### src/rtl/assert_macros.svh
`ifndef ASSERT_MACROS_SVH
`define ASSERT_MACROS_SVH

// immediate implication, checked every cycle out of reset
`define FCSG_ASSERT(lbl, prop) \
    lbl: assert property (@(posedge i_clk) disable iff (!i_rst_n) (prop)) \
        else $error("assertion failed");

// antecedent this cycle, consequent on the next cycle
`define FCSG_ASSERT_NEXT(lbl, ante, cons) \
    lbl: assert property (@(posedge i_clk) disable iff (!i_rst_n) (ante) |=> (cons)) \
        else $error("assertion failed");

`endif

### src/rtl/fcsg_pkg.sv
`default_nettype none

package fcsg_pkg;

    localparam int XY_W   = 11;
    localparam int OUT_W  = 12;
    localparam int RAD_W  = 6;
    localparam int IDX_W  = 6;
    localparam int PROD_W = 11;
    localparam int ROOT_W = 6;

    typedef struct packed {
        logic [XY_W-1:0]  center_x;
        logic [XY_W-1:0]  center_y;
        logic [RAD_W-1:0] radius;
    } t_circle;

    typedef struct packed {
        logic [OUT_W-1:0] row_y;
        logic [OUT_W-1:0] left_x;
        logic [OUT_W-1:0] right_x;
        logic             last_span;
    } t_span;

    typedef enum logic {
        ST_IDLE,
        ST_RUN
    } t_seq_state;

endpackage

`default_nettype wire

### src/rtl/filled_circle_span_generator.sv
// a circle passes the input queue, the sequencer load and the s1 register before its first span enters the result queue
// throughput: one span per cycle while the result queue has room; a circle of radius r gives 2*r spans,
// issued by the span sequencer after it loads the circle
// a zero radius circle is dropped at the input
// reset: synchronous active low, empties both queues and idles the sequencer
`default_nettype none

`include "assert_macros.svh"

module filled_circle_span_generator #(
    parameter int MAX_RADIUS = 32
) (
    input  wire logic                          i_clk,
    input  wire logic                          i_rst_n,
    input  wire logic                          push,
    output logic                               full,
    input  wire logic [fcsg_pkg::XY_W-1:0]     i_center_x,
    input  wire logic [fcsg_pkg::XY_W-1:0]     i_center_y,
    input  wire logic [fcsg_pkg::RAD_W-1:0]    i_circle_radius,
    output logic                               empty,
    input  wire logic                          pop,
    output logic [fcsg_pkg::OUT_W-1:0]         o_row_y,
    output logic [fcsg_pkg::OUT_W-1:0]         o_left_x,
    output logic [fcsg_pkg::OUT_W-1:0]         o_right_x,
    output logic                               o_last_span
);

    localparam int RES_DEPTH = 4;

    fcsg_pkg::t_circle               w_q_head;
    logic [fcsg_pkg::RAD_W-1:0]      w_q_radius;
    logic                            w_q_empty;
    logic                            w_q_pop;
    logic [$clog2(RES_DEPTH):0]      w_res_count;
    logic                            w_res_full;
    logic                            w_span_push;
    fcsg_pkg::t_span                 w_span;
    fcsg_pkg::t_span                 w_res_head;

    fcsg_front #(
        .MAX_RADIUS (MAX_RADIUS)
    ) u_front (
        .i_clk           (i_clk),
        .i_rst_n         (i_rst_n),
        .i_push          (push),
        .i_center_x      (i_center_x),
        .i_center_y      (i_center_y),
        .i_circle_radius (i_circle_radius),
        .o_full          (full),
        .i_q_pop         (w_q_pop),
        .o_q_head        (w_q_head),
        .o_q_empty       (w_q_empty)
    );

    fcsg_back #(
        .RES_DEPTH (RES_DEPTH)
    ) u_back (
        .i_clk       (i_clk),
        .i_rst_n     (i_rst_n),
        .i_q_head    (w_q_head),
        .i_q_empty   (w_q_empty),
        .o_q_pop     (w_q_pop),
        .i_res_count (w_res_count),
        .o_span_push (w_span_push),
        .o_span      (w_span)
    );

    fcsg_fifo #(
        .WIDTH ($bits(fcsg_pkg::t_span)),
        .DEPTH (RES_DEPTH)
    ) u_result (
        .i_clk   (i_clk),
        .i_rst_n (i_rst_n),
        .i_push  (w_span_push),
        .i_data  (w_span),
        .i_pop   (pop),
        .o_data  (w_res_head),
        .o_empty (empty),
        .o_count (w_res_count)
    );

    assign w_res_full  = (w_res_count == ($clog2(RES_DEPTH)+1)'(RES_DEPTH));
    assign w_q_radius  = w_q_head.radius;

    assign o_row_y     = w_res_head.row_y;
    assign o_left_x    = w_res_head.left_x;
    assign o_right_x   = w_res_head.right_x;
    assign o_last_span = w_res_head.last_span;

    `FCSG_ASSERT(a_res_no_overflow, w_span_push |-> !w_res_full)
    `FCSG_ASSERT(a_queue_radius_ok, !w_q_empty |-> (w_q_radius != '0 && w_q_radius <= MAX_RADIUS))
    `FCSG_ASSERT(a_pop_only_nonempty, w_q_pop |-> !w_q_empty)
    `FCSG_ASSERT_NEXT(a_load_then_run, w_q_pop, !w_q_pop)

endmodule

`default_nettype wire

### src/rtl/fcsg_fifo.sv
`default_nettype none

// DEPTH must be a power of two, pointers wrap on their own
module fcsg_fifo #(
    parameter int WIDTH = 8,
    parameter int DEPTH = 4
) (
    input  wire logic                     i_clk,
    input  wire logic                     i_rst_n,
    input  wire logic                     i_push,
    input  wire logic [WIDTH-1:0]         i_data,
    input  wire logic                     i_pop,
    output logic      [WIDTH-1:0]         o_data,
    output logic                          o_empty,
    output logic      [$clog2(DEPTH):0]   o_count
);

    localparam int AW = $clog2(DEPTH);

    logic [WIDTH-1:0] r_mem [DEPTH];
    logic [AW-1:0]    r_wr_ptr;
    logic [AW-1:0]    r_rd_ptr;
    logic [AW:0]      r_count;
    logic [AW:0]      n_count;
    logic             w_full;
    logic             w_do_push;
    logic             w_do_pop;

    assign w_full    = (r_count == (AW+1)'(DEPTH));
    assign o_empty   = (r_count == '0);
    assign o_count   = r_count;
    assign o_data    = r_mem[r_rd_ptr];
    assign w_do_push = i_push && !w_full;
    assign w_do_pop  = i_pop && !o_empty;

    always_comb begin
        n_count = r_count + (AW+1)'(w_do_push) - (AW+1)'(w_do_pop);
    end

    always_ff @(posedge i_clk) begin
        if (!i_rst_n) begin
            r_wr_ptr <= '0;
            r_rd_ptr <= '0;
            r_count  <= '0;
        end else begin
            if (w_do_push) begin
                r_wr_ptr <= r_wr_ptr + AW'(1);
            end
            if (w_do_pop) begin
                r_rd_ptr <= r_rd_ptr + AW'(1);
            end
            r_count <= n_count;
        end
    end

    always_ff @(posedge i_clk) begin
        if (w_do_push) begin
            r_mem[r_wr_ptr] <= i_data;
        end
    end

endmodule

`default_nettype wire

### src/rtl/fcsg_front.sv
`default_nettype none

module fcsg_front #(
    parameter int MAX_RADIUS = 32
) (
    input  wire logic                          i_clk,
    input  wire logic                          i_rst_n,
    input  wire logic                          i_push,
    input  wire logic [fcsg_pkg::XY_W-1:0]     i_center_x,
    input  wire logic [fcsg_pkg::XY_W-1:0]     i_center_y,
    input  wire logic [fcsg_pkg::RAD_W-1:0]    i_circle_radius,
    output logic                               o_full,
    input  wire logic                          i_q_pop,
    output fcsg_pkg::t_circle                  o_q_head,
    output logic                               o_q_empty
);

    localparam int Q_DEPTH = 2;

    logic [fcsg_pkg::RAD_W-1:0]  w_radius;
    logic                        w_keep;
    fcsg_pkg::t_circle           w_circle;
    logic [$clog2(Q_DEPTH):0]    w_q_count;

    // clamp the radius, a zero radius gives no spans and never enters the queue
    always_comb begin
        if (i_circle_radius > fcsg_pkg::RAD_W'(MAX_RADIUS)) begin
            w_radius = fcsg_pkg::RAD_W'(MAX_RADIUS);
        end else begin
            w_radius = i_circle_radius;
        end
        w_keep            = (w_radius != '0);
        w_circle.center_x = i_center_x;
        w_circle.center_y = i_center_y;
        w_circle.radius   = w_radius;
    end

    assign o_full = (w_q_count == ($clog2(Q_DEPTH)+1)'(Q_DEPTH));

    fcsg_fifo #(
        .WIDTH ($bits(fcsg_pkg::t_circle)),
        .DEPTH (Q_DEPTH)
    ) u_queue (
        .i_clk   (i_clk),
        .i_rst_n (i_rst_n),
        .i_push  (i_push && w_keep),
        .i_data  (w_circle),
        .i_pop   (i_q_pop),
        .o_data  (o_q_head),
        .o_empty (o_q_empty),
        .o_count (w_q_count)
    );

endmodule

`default_nettype wire

### src/rtl/fcsg_back.sv
`default_nettype none

module fcsg_back #(
    parameter int RES_DEPTH = 4
) (
    input  wire logic                           i_clk,
    input  wire logic                           i_rst_n,
    input  wire fcsg_pkg::t_circle              i_q_head,
    input  wire logic                           i_q_empty,
    output logic                                o_q_pop,
    input  wire logic [$clog2(RES_DEPTH):0]     i_res_count,
    output logic                                o_span_push,
    output fcsg_pkg::t_span                     o_span
);

    localparam int CW = $clog2(RES_DEPTH) + 1;
    localparam int XY_W   = fcsg_pkg::XY_W;
    localparam int OUT_W  = fcsg_pkg::OUT_W;
    localparam int RAD_W  = fcsg_pkg::RAD_W;
    localparam int IDX_W  = fcsg_pkg::IDX_W;
    localparam int PROD_W = fcsg_pkg::PROD_W;
    localparam int ROOT_W = fcsg_pkg::ROOT_W;

    fcsg_pkg::t_seq_state r_state;
    fcsg_pkg::t_seq_state n_state;

    logic [XY_W-1:0]   r_cx;
    logic [XY_W-1:0]   r_cy;
    logic [RAD_W-1:0]  r_radius;
    logic [IDX_W-1:0]  r_idx;

    logic              r_s1_valid;
    logic [OUT_W-1:0]  r_s1_row;
    logic [XY_W-1:0]   r_s1_cx;
    logic [PROD_W-1:0] r_s1_prod;
    logic              r_s1_last;

    logic              w_room;
    logic              w_issue;
    logic              w_last;
    logic [IDX_W:0]    w_two_r;
    logic [IDX_W:0]    w_diff;
    logic [2*IDX_W+1:0] w_prod;
    logic [OUT_W-1:0]  w_row;
    logic [ROOT_W-1:0] w_half;

    // restoring square root, two radicand bits per step, rounds down
    function automatic logic [ROOT_W-1:0] f_isqrt(input logic [PROD_W-1:0] n);
        logic [2*ROOT_W-1:0] v;
        logic [2*ROOT_W+1:0] rem;
        logic [2*ROOT_W+1:0] trial;
        logic [ROOT_W-1:0]   root;
        begin
            v    = {{(2*ROOT_W-PROD_W){1'b0}}, n};
            rem  = '0;
            root = '0;
            for (int i = ROOT_W - 1; i >= 0; i--) begin
                rem   = {rem[2*ROOT_W-1:0], v[2*i+1 -: 2]};
                trial = {{ROOT_W{1'b0}}, root, 2'b01};
                if (rem >= trial) begin
                    rem  = rem - trial;
                    root = {root[ROOT_W-2:0], 1'b1};
                end else begin
                    root = {root[ROOT_W-2:0], 1'b0};
                end
            end
            return root;
        end
    endfunction

    // a span is issued only if the result queue has a slot for it and the one in flight
    assign w_room  = (i_res_count + CW'(r_s1_valid)) < CW'(RES_DEPTH);
    assign w_issue = (r_state == fcsg_pkg::ST_RUN) && w_room;

    always_comb begin
        w_two_r = {r_radius, 1'b0};
        w_diff  = w_two_r - {1'b0, r_idx};
        w_prod  = {1'b0, r_idx} * w_diff;
        w_last  = (({1'b0, r_idx} + (IDX_W+1)'(1)) == w_two_r);
        w_row   = {r_cy[XY_W-1], r_cy} + OUT_W'(r_radius) - OUT_W'(r_idx);
    end

    always_comb begin
        n_state = r_state;
        o_q_pop = 1'b0;
        case (r_state)
            fcsg_pkg::ST_IDLE: begin
                if (!i_q_empty) begin
                    o_q_pop = 1'b1;
                    n_state = fcsg_pkg::ST_RUN;
                end
            end
            fcsg_pkg::ST_RUN: begin
                if (w_issue && w_last) begin
                    n_state = fcsg_pkg::ST_IDLE;
                end
            end
            default: begin
                n_state = fcsg_pkg::ST_IDLE;
            end
        endcase
    end

    always_ff @(posedge i_clk) begin
        if (!i_rst_n) begin
            r_state    <= fcsg_pkg::ST_IDLE;
            r_s1_valid <= 1'b0;
        end else begin
            r_state    <= n_state;
            r_s1_valid <= w_issue;
        end
    end

    always_ff @(posedge i_clk) begin
        if (o_q_pop) begin
            r_cx     <= i_q_head.center_x;
            r_cy     <= i_q_head.center_y;
            r_radius <= i_q_head.radius;
            r_idx    <= '0;
        end else if (w_issue) begin
            r_idx    <= r_idx + IDX_W'(1);
        end
        if (w_issue) begin
            r_s1_row  <= w_row;
            r_s1_cx   <= r_cx;
            r_s1_prod <= w_prod[PROD_W-1:0];
            r_s1_last <= w_last;
        end
    end

    assign w_half = f_isqrt(r_s1_prod);

    always_comb begin
        o_span_push      = r_s1_valid;
        o_span.row_y     = r_s1_row;
        o_span.left_x    = {r_s1_cx[XY_W-1], r_s1_cx} - OUT_W'(w_half);
        o_span.right_x   = {r_s1_cx[XY_W-1], r_s1_cx} + OUT_W'(w_half);
        o_span.last_span = r_s1_last;
    end

endmodule

`default_nettype wire
### config.mk
export PLATFORM = sky130hd
export DESIGN_NAME = filled_circle_span_generator
export DESIGN_NICKNAME = d
export VERILOG_FILES = /design/src/rtl/fcsg_pkg.sv /design/src/rtl/filled_circle_span_generator.sv /design/src/rtl/fcsg_fifo.sv /design/src/rtl/fcsg_front.sv /design/src/rtl/fcsg_back.sv
export VERILOG_INCLUDE_DIRS = /design/src /design/src/rtl
export SDC_FILE = /design/constraint.sdc
export NUM_CORES = 1
export LEC_CHECK = 0
export BUFFER_PORTS_ARGS = -buffer_cell sky130_fd_sc_hd__buf_2
export CAP_MARGIN = 10
export CORE_MARGIN = 1.5
export CORE_UTILIZATION = 56
export DETAILED_ROUTE_END_ITERATION = 12
export HOLD_SLACK_MARGIN = 0.1
export PLACE_DENSITY_LB_ADDON = 0.3
export REMOVE_ABC_BUFFERS = 1
export SLEW_MARGIN = 20
export SYNTH_ARGS = -nofsm -noshare
export SYNTH_HDL_FRONTEND = slang
export SYNTH_SLANG_ARGS = --single-unit
### constraint.sdc
create_clock -name i_clk -period 9 [get_ports i_clk]
set_input_delay 1.8 -clock i_clk [delete_from_list [all_inputs] [get_ports i_clk]]
set_output_delay 1.8 -clock i_clk [all_outputs]
set_load 0.05 [all_outputs]
Word level (Yosys, flattened, before mapping)

Memories as Yosys holds them, arrays and structs flattened. A register that Yosys moved wholly into a read port is not among the register bits.
Index checks and enable logic that the tools add are counted.

Register bits: 54
Bits in writable memories: 204
Input port bits: 32
Word-level logic and storage cells: 85
Memories kept: 2

Memory list:

| memory                | words | width | rd ports | clocked after Yosys merged registers in | write ports | RTL line        | text |
|---|---|---|---|---|---|---|---|
| u_result.r_mem        | 4     | 37    | 1        | 1                                       | 1           | fcsg_fifo.sv:20 | `logic [WIDTH-1:0] r_mem [DEPTH];` |
| u_front.u_queue.r_mem | 2     | 28    | 1        | 1                                       | 1           | fcsg_fifo.sv:20 |  |

Add/subtract/negate cells: 21
$mul: 1
Order comparisons: 8
Eq/ne operators: 3
Mux-type cells: 22
Bitwise operators: 1
Reduce and logical (&&, ||, !) cells: 14

Operators by type and width:

| operator                                                       | count |
|---|---|
| 12-bit 2-to-1 mux                                              | 5 |
| 11-bit by 7-bit adder with 12-bit output                       | 2 |
| 12-bit by 6-bit subtractor with 12-bit output                  | 2 |
| 14-bit by 3-bit greater-or-equal comparator with 1-bit output  | 1 |
| 14-bit by 4-bit greater-or-equal comparator with 1-bit output  | 1 |
| 14-bit by 5-bit greater-or-equal comparator with 1-bit output  | 1 |
| 14-bit by 6-bit greater-or-equal comparator with 1-bit output  | 1 |
| 14-bit by 7-bit greater-or-equal comparator with 1-bit output  | 1 |
| 1-bit 2-to-1 mux                                               | 13 |
| 11-bit by 7-bit subtractor with 12-bit output                  | 1 |
| 12-bit by 3-bit subtractor with 12-bit output                  | 1 |
| 12-bit by 4-bit subtractor with 12-bit output                  | 1 |
| 12-bit by 5-bit subtractor with 12-bit output                  | 1 |
| 6-bit by 7-bit multiplier with 11-bit output                   | 1 |
| 6-bit by 1-bit adder with 7-bit output (second input constant) | 1 |
| 7-bit equality test                                            | 1 |
| 1-bit logical AND                                              | 7 |
| 7-bit by 6-bit subtractor with 7-bit output                    | 1 |
| 3-bit by 1-bit adder with 3-bit output                         | 2 |
| 6-bit by 1-bit adder with 6-bit output (second input constant) | 1 |
| 6-bit > comparator (second input constant)                     | 1 |
| 6-bit 2-to-1 mux                                               | 1 |
| 6-bit nonzero test                                             | 1 |
| 2-bit by 1-bit adder with 2-bit output (second input constant) | 2 |
| 15 further kinds                                               | 20 |

Longest topological paths before layout

Gate-level depths: netlist of the first run.

Word-level depth: 13
Depth in mapped cells: 53
Depth with buffers taken out: 49

By module

A second synthesis of the first run with hierarchy kept.

Cells, all modules: 1,026
Area total of the unflattened synthesis: 14,714.1 um^2

Modules (own cells, without submodules):

| module                      | times used | cells an instance | area each (um^2) | seq. area each (um^2) |
|---|---|---|---|---|
| fcsg_back                   | 1          | 662               | 6,431.2          | 2,052.0 |
| fcsg_fifo (u_result)        | 1          | 243               | 5,869.4          | 4,624.4 |
| fcsg_fifo (u_front.u_queue) | 1          | 112               | 2,356.0          | 1,781.7 |
| fcsg_front                  | 1          | 9                 | 57.6             | 0.0 |

Worst setup path after synthesis of the first run

No wires, ideal clock.

Path type: register -> register
Start point: register u_back.r_s1_prod[8]
End point: memory u_result.r_mem[0][9] in the netlist's numbering, data pin
Setup time: 0.277 ns
Arrival: 9.452 ns
Data required time: 8.723 ns
Path slack: -0.729 ns
Stages on the path, launching flop included: 52
Buffers on the path: 4
Period minus slack after synthesis: 9.729 ns
Path through: edfxtp_1 -> inv_1 -> ha_1 -> inv_1 -> ha_1 -> buf_2 -> or2_2 -> buf_2 -> a21oi_1 -> ha_1 -> nand3_1 -> o211ai_4 -> inv_6 -> mux2i_1 -> xnor2_1 -> inv_1 -> ha_1 -> nand3_1 -> [... 16 more ...] -> a21oi_1 -> nor2b_1 -> o21ai_0 -> nand2b_1 -> a21oi_1 -> o21ai_0 -> a221o_1 -> nor4b_1 -> o211ai_1 -> ha_1 -> fa_1 -> a21o_1 -> a21oi_1 -> inv_1 -> a21oi_1 -> o21bai_1 -> nand3_1 -> xnor2_1

RTL lines:

| element                  | RTL line         | text |
|---|---|---|
| start: declaration       | fcsg_back.sv:35  | `logic [PROD_W-1:0] r_s1_prod;` |
| start signal: assignment | fcsg_back.sv:126 | `r_s1_prod <= w_prod[PROD_W-1:0];` |
| end: declaration         | fcsg_fifo.sv:20  |  |

==> impl_metrics.py, run 1 <==
metrics = {
    "worst_setup_path": {
        "cp_max_fo": 8,
        "slowest_delay_ps": 430,
        "critPathLaunchType": "register",
        "required_ps": 9340,
        "criticalPathCategory": "register to register",
        "cp-end-kind": "register",
        "worstPathArrival_ps": 8960,
        "crit_slowest_cell": "edfxtp_1",
        "crit_top_cell": "ha_1",
    },
    "cts": {
        "cts_made_buffers": 28,
        "cts-root-buf": "clkbuf_16",
        "cts_tree": "yes",
        "cts_htree_levels": 1,
        "clkTransAtPathRegs_ps": 60,
        "clock_latency_ps": 550,
        "hold_buffers": 0,
        "cts_buffer_depth": 3,
        "cts.sinks": 284,
    },
    "yosys": {
        "syn_area_per_cell_um2": 14.3,
        "ys_async_sr_fraction_pct": 0,
        "ys_warn_count": 0,
        "synth-edff-count": 263,
        "ys_seq_area_share_pct": 58.6,
        "synth_seq_cells": 284,
        "dominantRegCellSynth": "edfxtp_1",
        "ys_types": 72,
        "synthesis.area_um2": 14200,
        "syn-instance-count": 991,
    },
    "finish": {
        "multiInputGateArea_um2": 5610,
        "final_util_pct": 65.4,
        "final_cell_mix": "edfxtp_1, inv_1, ha_1, buf_2, xnor2_1",
        "fillerInstances": 1777,
        "mostFrequentLayoutCell": "edfxtp_1",
        "area_growth_pct": 15.3,
        "drive_above_1_share_pct": 24.8,
        "antenna_cells": 0,
        "regArea_um2": 8320,
        "final_cells": 1456,
        "stdcell_area_um2": 16400,
        "final_nets": 1245,
    },
    "floorplan": {
        "core.rowCount": 58,
        "initial_core_util_pct": 56.7,
        "coreArea_um2": 25000,
        "fp.dieH_um": 162,
        "ios": 71,
        "die_x_um": 162,
        "dieArea_um2": 26300,
    },
    "placement": {
        "dp_hpwl_um": 16900,
        "io_buffer_count": 70,
        "placedCellCount": 1388,
        "place_area_um2": 15000,
        "routabilityCongestion": 0.864,
    },
    "grt": {
        "grt_pass1_vias": 8059,
        "antenna_found_initial": 0,
        "track_usage_pct": 19.4,
        "grt_overflow": 0,
        "grt_pass1_wl_um": 40000,
        "grt_max_degree": 43,
    },
    "routing": {
        "via_count": 7955,
        "wl_per_cell_um": 17.3,
        "wirelength_um": 25200,
        "drt_first_pass_iters": 5,
        "ant_nets": 0,
        "first_iter_violations": 433,
        "viasPerCell": 5.46,
        "drc": 0,
    },
    "sta": {
        "period_minus_slack_ps": 8620,
        "worstMarginPinSlew_ps": 1020,
        "slew_headroom_pct": 31.9,
        "finalSetupViolCount": 0,
        "finalMaxSlewViolations": 0,
        "finalHoldViolations": 0,
        "post-route-period-util_pct": 95.8,
        "fin_skew_ps": 12.4,
        "max_freq_mhz": 116,
    },
    "status": {
        "status": "complete, no violations",
    },
    "min_path": {
        "hp-class": "register to register",
    },
    "power": {
        "peakVddDrop_v": 0.000305,
        "power_density_nw_per_um2": 400,
        "leakagePower_nw": 6.14,
        "finalPower_mw": 6.54,
    },
    "run": {
        "maxCapViolations": 0,
    },
}
## cell type report
type | instances | share of cell area [%]
timing repair buffer | 113 | 4.30
sequential | 284 | 50.8
tap | 330 | 2.52
inverter | 99 | 2.30
clock inverter | 12 | 1.00
clock buffer | 39 | 4.72
multi-input combinational | 579 | 34.3
## cells in the mapped netlist (13+ instances only)
cell / n / area, um2
nand2_1: 41 / 154
nor3_1: 13 / 65.1
xnor2_1: 53 / 464
inv_1: 98 / 368
fa_1: 31 / 621
xor2_1: 23 / 201
nor2_1: 50 / 188
dfxtp_1: 21 / 420
nand3_1: 13 / 65.1
and2_1: 28 / 175
edfxtp_1: 263 / 7900
ha_1: 77 / 963
mux2_2: 29 / 327
nor2b_1: 15 / 93.8
o21bai_1: 15 / 113
mux4_2: 36 / 811
a21oi_1: 39 / 195
clkbuf_1: 22 / 82.6
o21ai_0: 18 / 90.1
## critical path: cells and delay by family, from the launching register on
kind	cells	cell delay (ps)
buffers and inverters	5	480
AO/OA/AOI/OAI	14	2640
flip-flops	1	430
AND/OR/NAND/NOR	16	2300
adder cells (fa/ha/maj)	7	1660
multiplexers	2	450
XOR/XNOR	2	440
## power by group
part           total, mW  leakage [nW]  internal [mW]  switching (mW)
clock               1.16         0.455          0.688           0.473
sequential          2.04          2.59           1.89           0.146
combinational       3.34          3.10           1.42            1.92
## sequential cells by signal (all words and copies together), names as in the netlist, 2 cells and up, named ones only
signal	cells
u_result.r_mem	144
u_back.r_radius	6
u_back.r_idx	6
u_back.r_cy	11
u_back.r_cx	11
u_back.r_s1_row	12
u_back.r_s1_cx	11
u_result.r_wr_ptr	2
u_front.u_queue.r_mem	56
u_result.o_count	3
u_back.r_s1_prod	11
u_result.r_rd_ptr	2
u_front.u_queue.o_count	2
## final timing paths
check / start / end / slack, ps / depth (start not counted)
setup / recovery: u_back.r_s1_prod[8] / u_result.r_mem[2][24] / 380 / 46
hold / removal: u_back.r_cx[1] / u_back.r_s1_cx[1] / 420 / 0
setup reg to reg: u_back.r_s1_prod[8] / u_result.r_mem[2][24] / 380 / 46
hold reg to reg: u_back.r_cx[1] / u_back.r_s1_cx[1] / 420 / 0
## per-stage QoR
| stage | setup WS [ps] | hold slack (ps) | TNS [ps] |
|---|---|---|---|
| 5_1_grt | -101 | 423 | -1810 |
| 4_1_cts | 3.86 | 420 | 0 |
| 3_3_place_gp | 58.4 | 402 | 0 |
| 6_report | 382 | 418 | 0 |
| 2_1_floorplan | -441 | 400 | -10120 |
| 3_5_place_dp | -252 | 405 | -4790 |
## routing by layer
layer / track usage [%] / share of wire (%) / vias to the layer above
li1: - / - / 3825
met1: 24.0 / 41 / 3933
met2: 35.5 / 53 / 156
met3: 2.60 / 3.5 / 41
met4: 5.80 / 2.5 / 0
met5: 0 / 0 / -
## logic make-up (layout without fill, tap and decap cells)
group | Yosys count | count (layout) | share of synthesized area [%]
buf+inv | 128 | 263 | 3.57
flops | 284 | 284 | 58.6
xor+xnor | 76 | 76 | 4.69
compound gates | 122 | 122 | 6.07
mux | 71 | 71 | 8.58
fa+ha+maj | 108 | 108 | 11.2
simple gates | 202 | 202 | 7.34
## timing repair
action,4_1_cts,5_1_grt
pin swaps,3,14
endpoints found under the setup margin,36,72
gates cloned,0,0
setup buffers,1,15
gates resized for setup,10,41
Power figures use the tool's default switching activity.
==> run 2: changes to the inputs <==
- ABC_CLOCK_PERIOD_IN_PS: not set -> 9000
- CORE_ASPECT_RATIO: not set -> 1.5
- CORE_UTILIZATION: 56 -> 35
==> run 2 against run 1 <==
Effect of this change: flip-flop and latch count unchanged; fmax is 0.46% lower; largest power group unchanged; highest routed layer unchanged; clock power fell by 6%.
==> impl_metrics.py, run 2 (synthesis results as in run 1) <==
metrics = {
    "floorplan": {
        "fp.dieH_um": 250,
        "initial_core_util_pct": 35.4,
        "dieArea_um2": 41800,
        "ios": 71,
        "coreArea_um2": 40100,
        "core.rowCount": 90,
        "die_x_um": 167,
    },
    "worst_setup_path": {
        "required_ps": 9320,
        "worstPathArrival_ps": 8980,
        "cp-end-kind": "register",
        "slowest_delay_ps": 500,
        "r2r_slack_ps": 340,
        "crit_slowest_cell": "ha_1",
        "critPathLaunchType": "register",
        "timing.rr.end": "u_result.r_mem[1][23]",
        "criticalPathCategory": "register to register",
        "r2r_cells": 48,
        "crit_path_end": "u_result.r_mem[1][23]",
        "crit_start": "u_back.r_s1_prod[8]",
        "cp_max_fo": 9,
        "reg2reg_from": "u_back.r_s1_prod[8]",
    },
    "power": {
        "peakVddDrop_v": 0.000205,
        "power_density_nw_per_um2": 402,
        "leakagePower_nw": 6.13,
    },
    "sta": {
        "finalHoldViolations": 0,
        "period_minus_slack_ps": 8660,
        "max_freq_mhz": 115,
        "finalMaxSlewViolations": 0,
        "worstMarginPinSlew_ps": 1040,
        "fin_ws_ps": 341,
        "post-route-period-util_pct": 96.2,
        "slew_headroom_pct": 30.8,
        "finalSetupViolCount": 0,
        "fin_skew_ps": 16.9,
        "fin_tns_setup_ps": 0,
    },
    "finish": {
        "area_growth_pct": 16.9,
        "fillerInstances": 3710,
        "final_nets": 1252,
        "multiInputGateArea_um2": 5670,
        "stdcell_area_um2": 16600,
        "final_cell_mix": "edfxtp_1, inv_1, ha_1, buf_2, xnor2_1",
        "regArea_um2": 8320,
        "largest_reg_flops": 144,
        "mostFrequentLayoutCell": "edfxtp_1",
        "drive_above_1_share_pct": 25.4,
        "regMostFlops": "u_result.r_mem",
        "final_cells": 1640,
        "reg_top3": "u_result.r_mem (144), u_front.u_queue.r_mem (56), u_back.r_s1_row (12)",
    },
    "grt": {
        "grt_overflow": 0,
        "grt_max_degree": 43,
        "track_usage_pct": 13.2,
        "grt_pass1_vias": 8399,
        "grt_pass1_wl_um": 43800,
        "antenna_found_initial": 1,
    },
    "placement": {
        "dp_hpwl_um": 19100,
        "io_buffer_count": 70,
        "routabilityCongestion": 0.863,
        "place_area_um2": 15300,
        "pre_cts_ws_ps": -332,
        "placedCellCount": 1571,
    },
    "routing": {
        "ant_nets": 0,
        "drt_first_pass_iters": 4,
        "drc": 0,
        "first_iter_violations": 473,
        "via_count": 7951,
        "wirelength_um": 27500,
        "wl_per_cell_um": 16.8,
        "viasPerCell": 4.85,
    },
    "run": {
        "maxCapViolations": 0,
    },
    "status": {
        "status": "complete, no violations",
    },
    "min_path": {
        "hp-class": "register to register",
    },
    "cts": {
        "cts_tree": "yes",
        "cts.sinks": 284,
        "cts_made_buffers": 28,
        "clkTransAtPathRegs_ps": 60,
        "cts-root-buf": "clkbuf_16",
        "cts_buffer_depth": 3,
        "hold_buffers": 0,
        "cts_htree_levels": 1,
        "clock_latency_ps": 560,
    },
}
[run 2: cell count changes in the layout (fill, tap and decap cells not counted), moves of 2 or more]
cell / before / now
xor2_2: 4 / 1
bufinv_16: 3 / 1
a21oi_2: 6 / 8
nor2_1: 47 / 45
inv_6: 3 / 1
xor2_1: 19 / 21
buf_4: 40 / 45
buf_6: 1 / 4
a21oi_1: 32 / 29
clkbuf_8: 3 / 0
clkinv_1: 3 / 5
clkinvlp_4: 0 / 2
[run 2: cell type report]
type                            count  share of cell area [%]
Sequential cell                   284                    50.1
Multi-Input combinational cell    579                    34.1
Timing Repair Buffer              120                    4.51
Clock buffer                       37                    4.42
Tap cell                          506                    3.81
Inverter                           99                    2.27
Clock inverter                     14                   0.739
Antenna cell                        1                  0.0151
[run 2: what timing repair did]
action                     CTS  global route
pin swaps                    3            24
buffers inserted             0            17
gates resized for setup     10            52
setup endpoints to repair   36            72
[run 2: per-layer routing]
metal / share of wire [%] / track usage (%) / vias up
met4: 2.3 / 4.56 / 0
met3: 2.7 / 1.55 / 50
li1: - / - / 3835
met1: 40 / 15.0 / 3958
met5: 0 / 0 / -
met2: 55 / 25.3 / 108
[run 2: power breakdown]
part	leakage, nW	total (mW)	internal, mW	switching (mW)
combinational	3.13	3.55	1.52	2.03
clock	0.409	1.09	0.606	0.481
sequential	2.59	2.04	1.89	0.143
total	6.13	6.67	4.02	2.65
[run 2: worst max-delay path, delay by kind of cell (launching register included)]
kind | cells | cell delay, ps
xor+xnor | 2 | 350
buf+inv | 7 | 1000
flops | 1 | 410
compound gates | 16 | 2430
fa+ha+maj | 7 | 2080
simple gates | 16 | 2140
[run 2: worst min path at each step]
| stage | endpoint | from | slack (ps) | depth (start not counted) |
|---|---|---|---|---|
| after detailed placement | u_back.r_s1_cx[5] | u_back.r_cx[5] | 400 | 0 |
| after CTS | u_back.r_s1_cx[5] | u_back.r_cx[5] | 420 | 0 |
| after global placement | u_back.r_s1_cx[6] | u_back.r_cx[6] | 400 | 0 |
| after floorplan | u_back.r_s1_cx[0] | u_back.r_cx[0] | 400 | 0 |
| final | u_back.r_s1_cx[5] | u_back.r_cx[5] | 420 | 0 |
| after global routing | u_back.r_s1_cx[0] | u_back.r_cx[0] | 430 | 0 |
[run 2: stage by stage]
stage / hold slack, ps / utilization, % / total power [mW]
floorplan: 400 / - / 4.30
global placement: 402 / 38.2 / 5.17
detailed placement: 405 / 38.2 / 5.21
CTS: 419 / 40.5 / 6.36
global route: 435 / 41.4 / 7.14
finish: 416 / 41.4 / 6.67
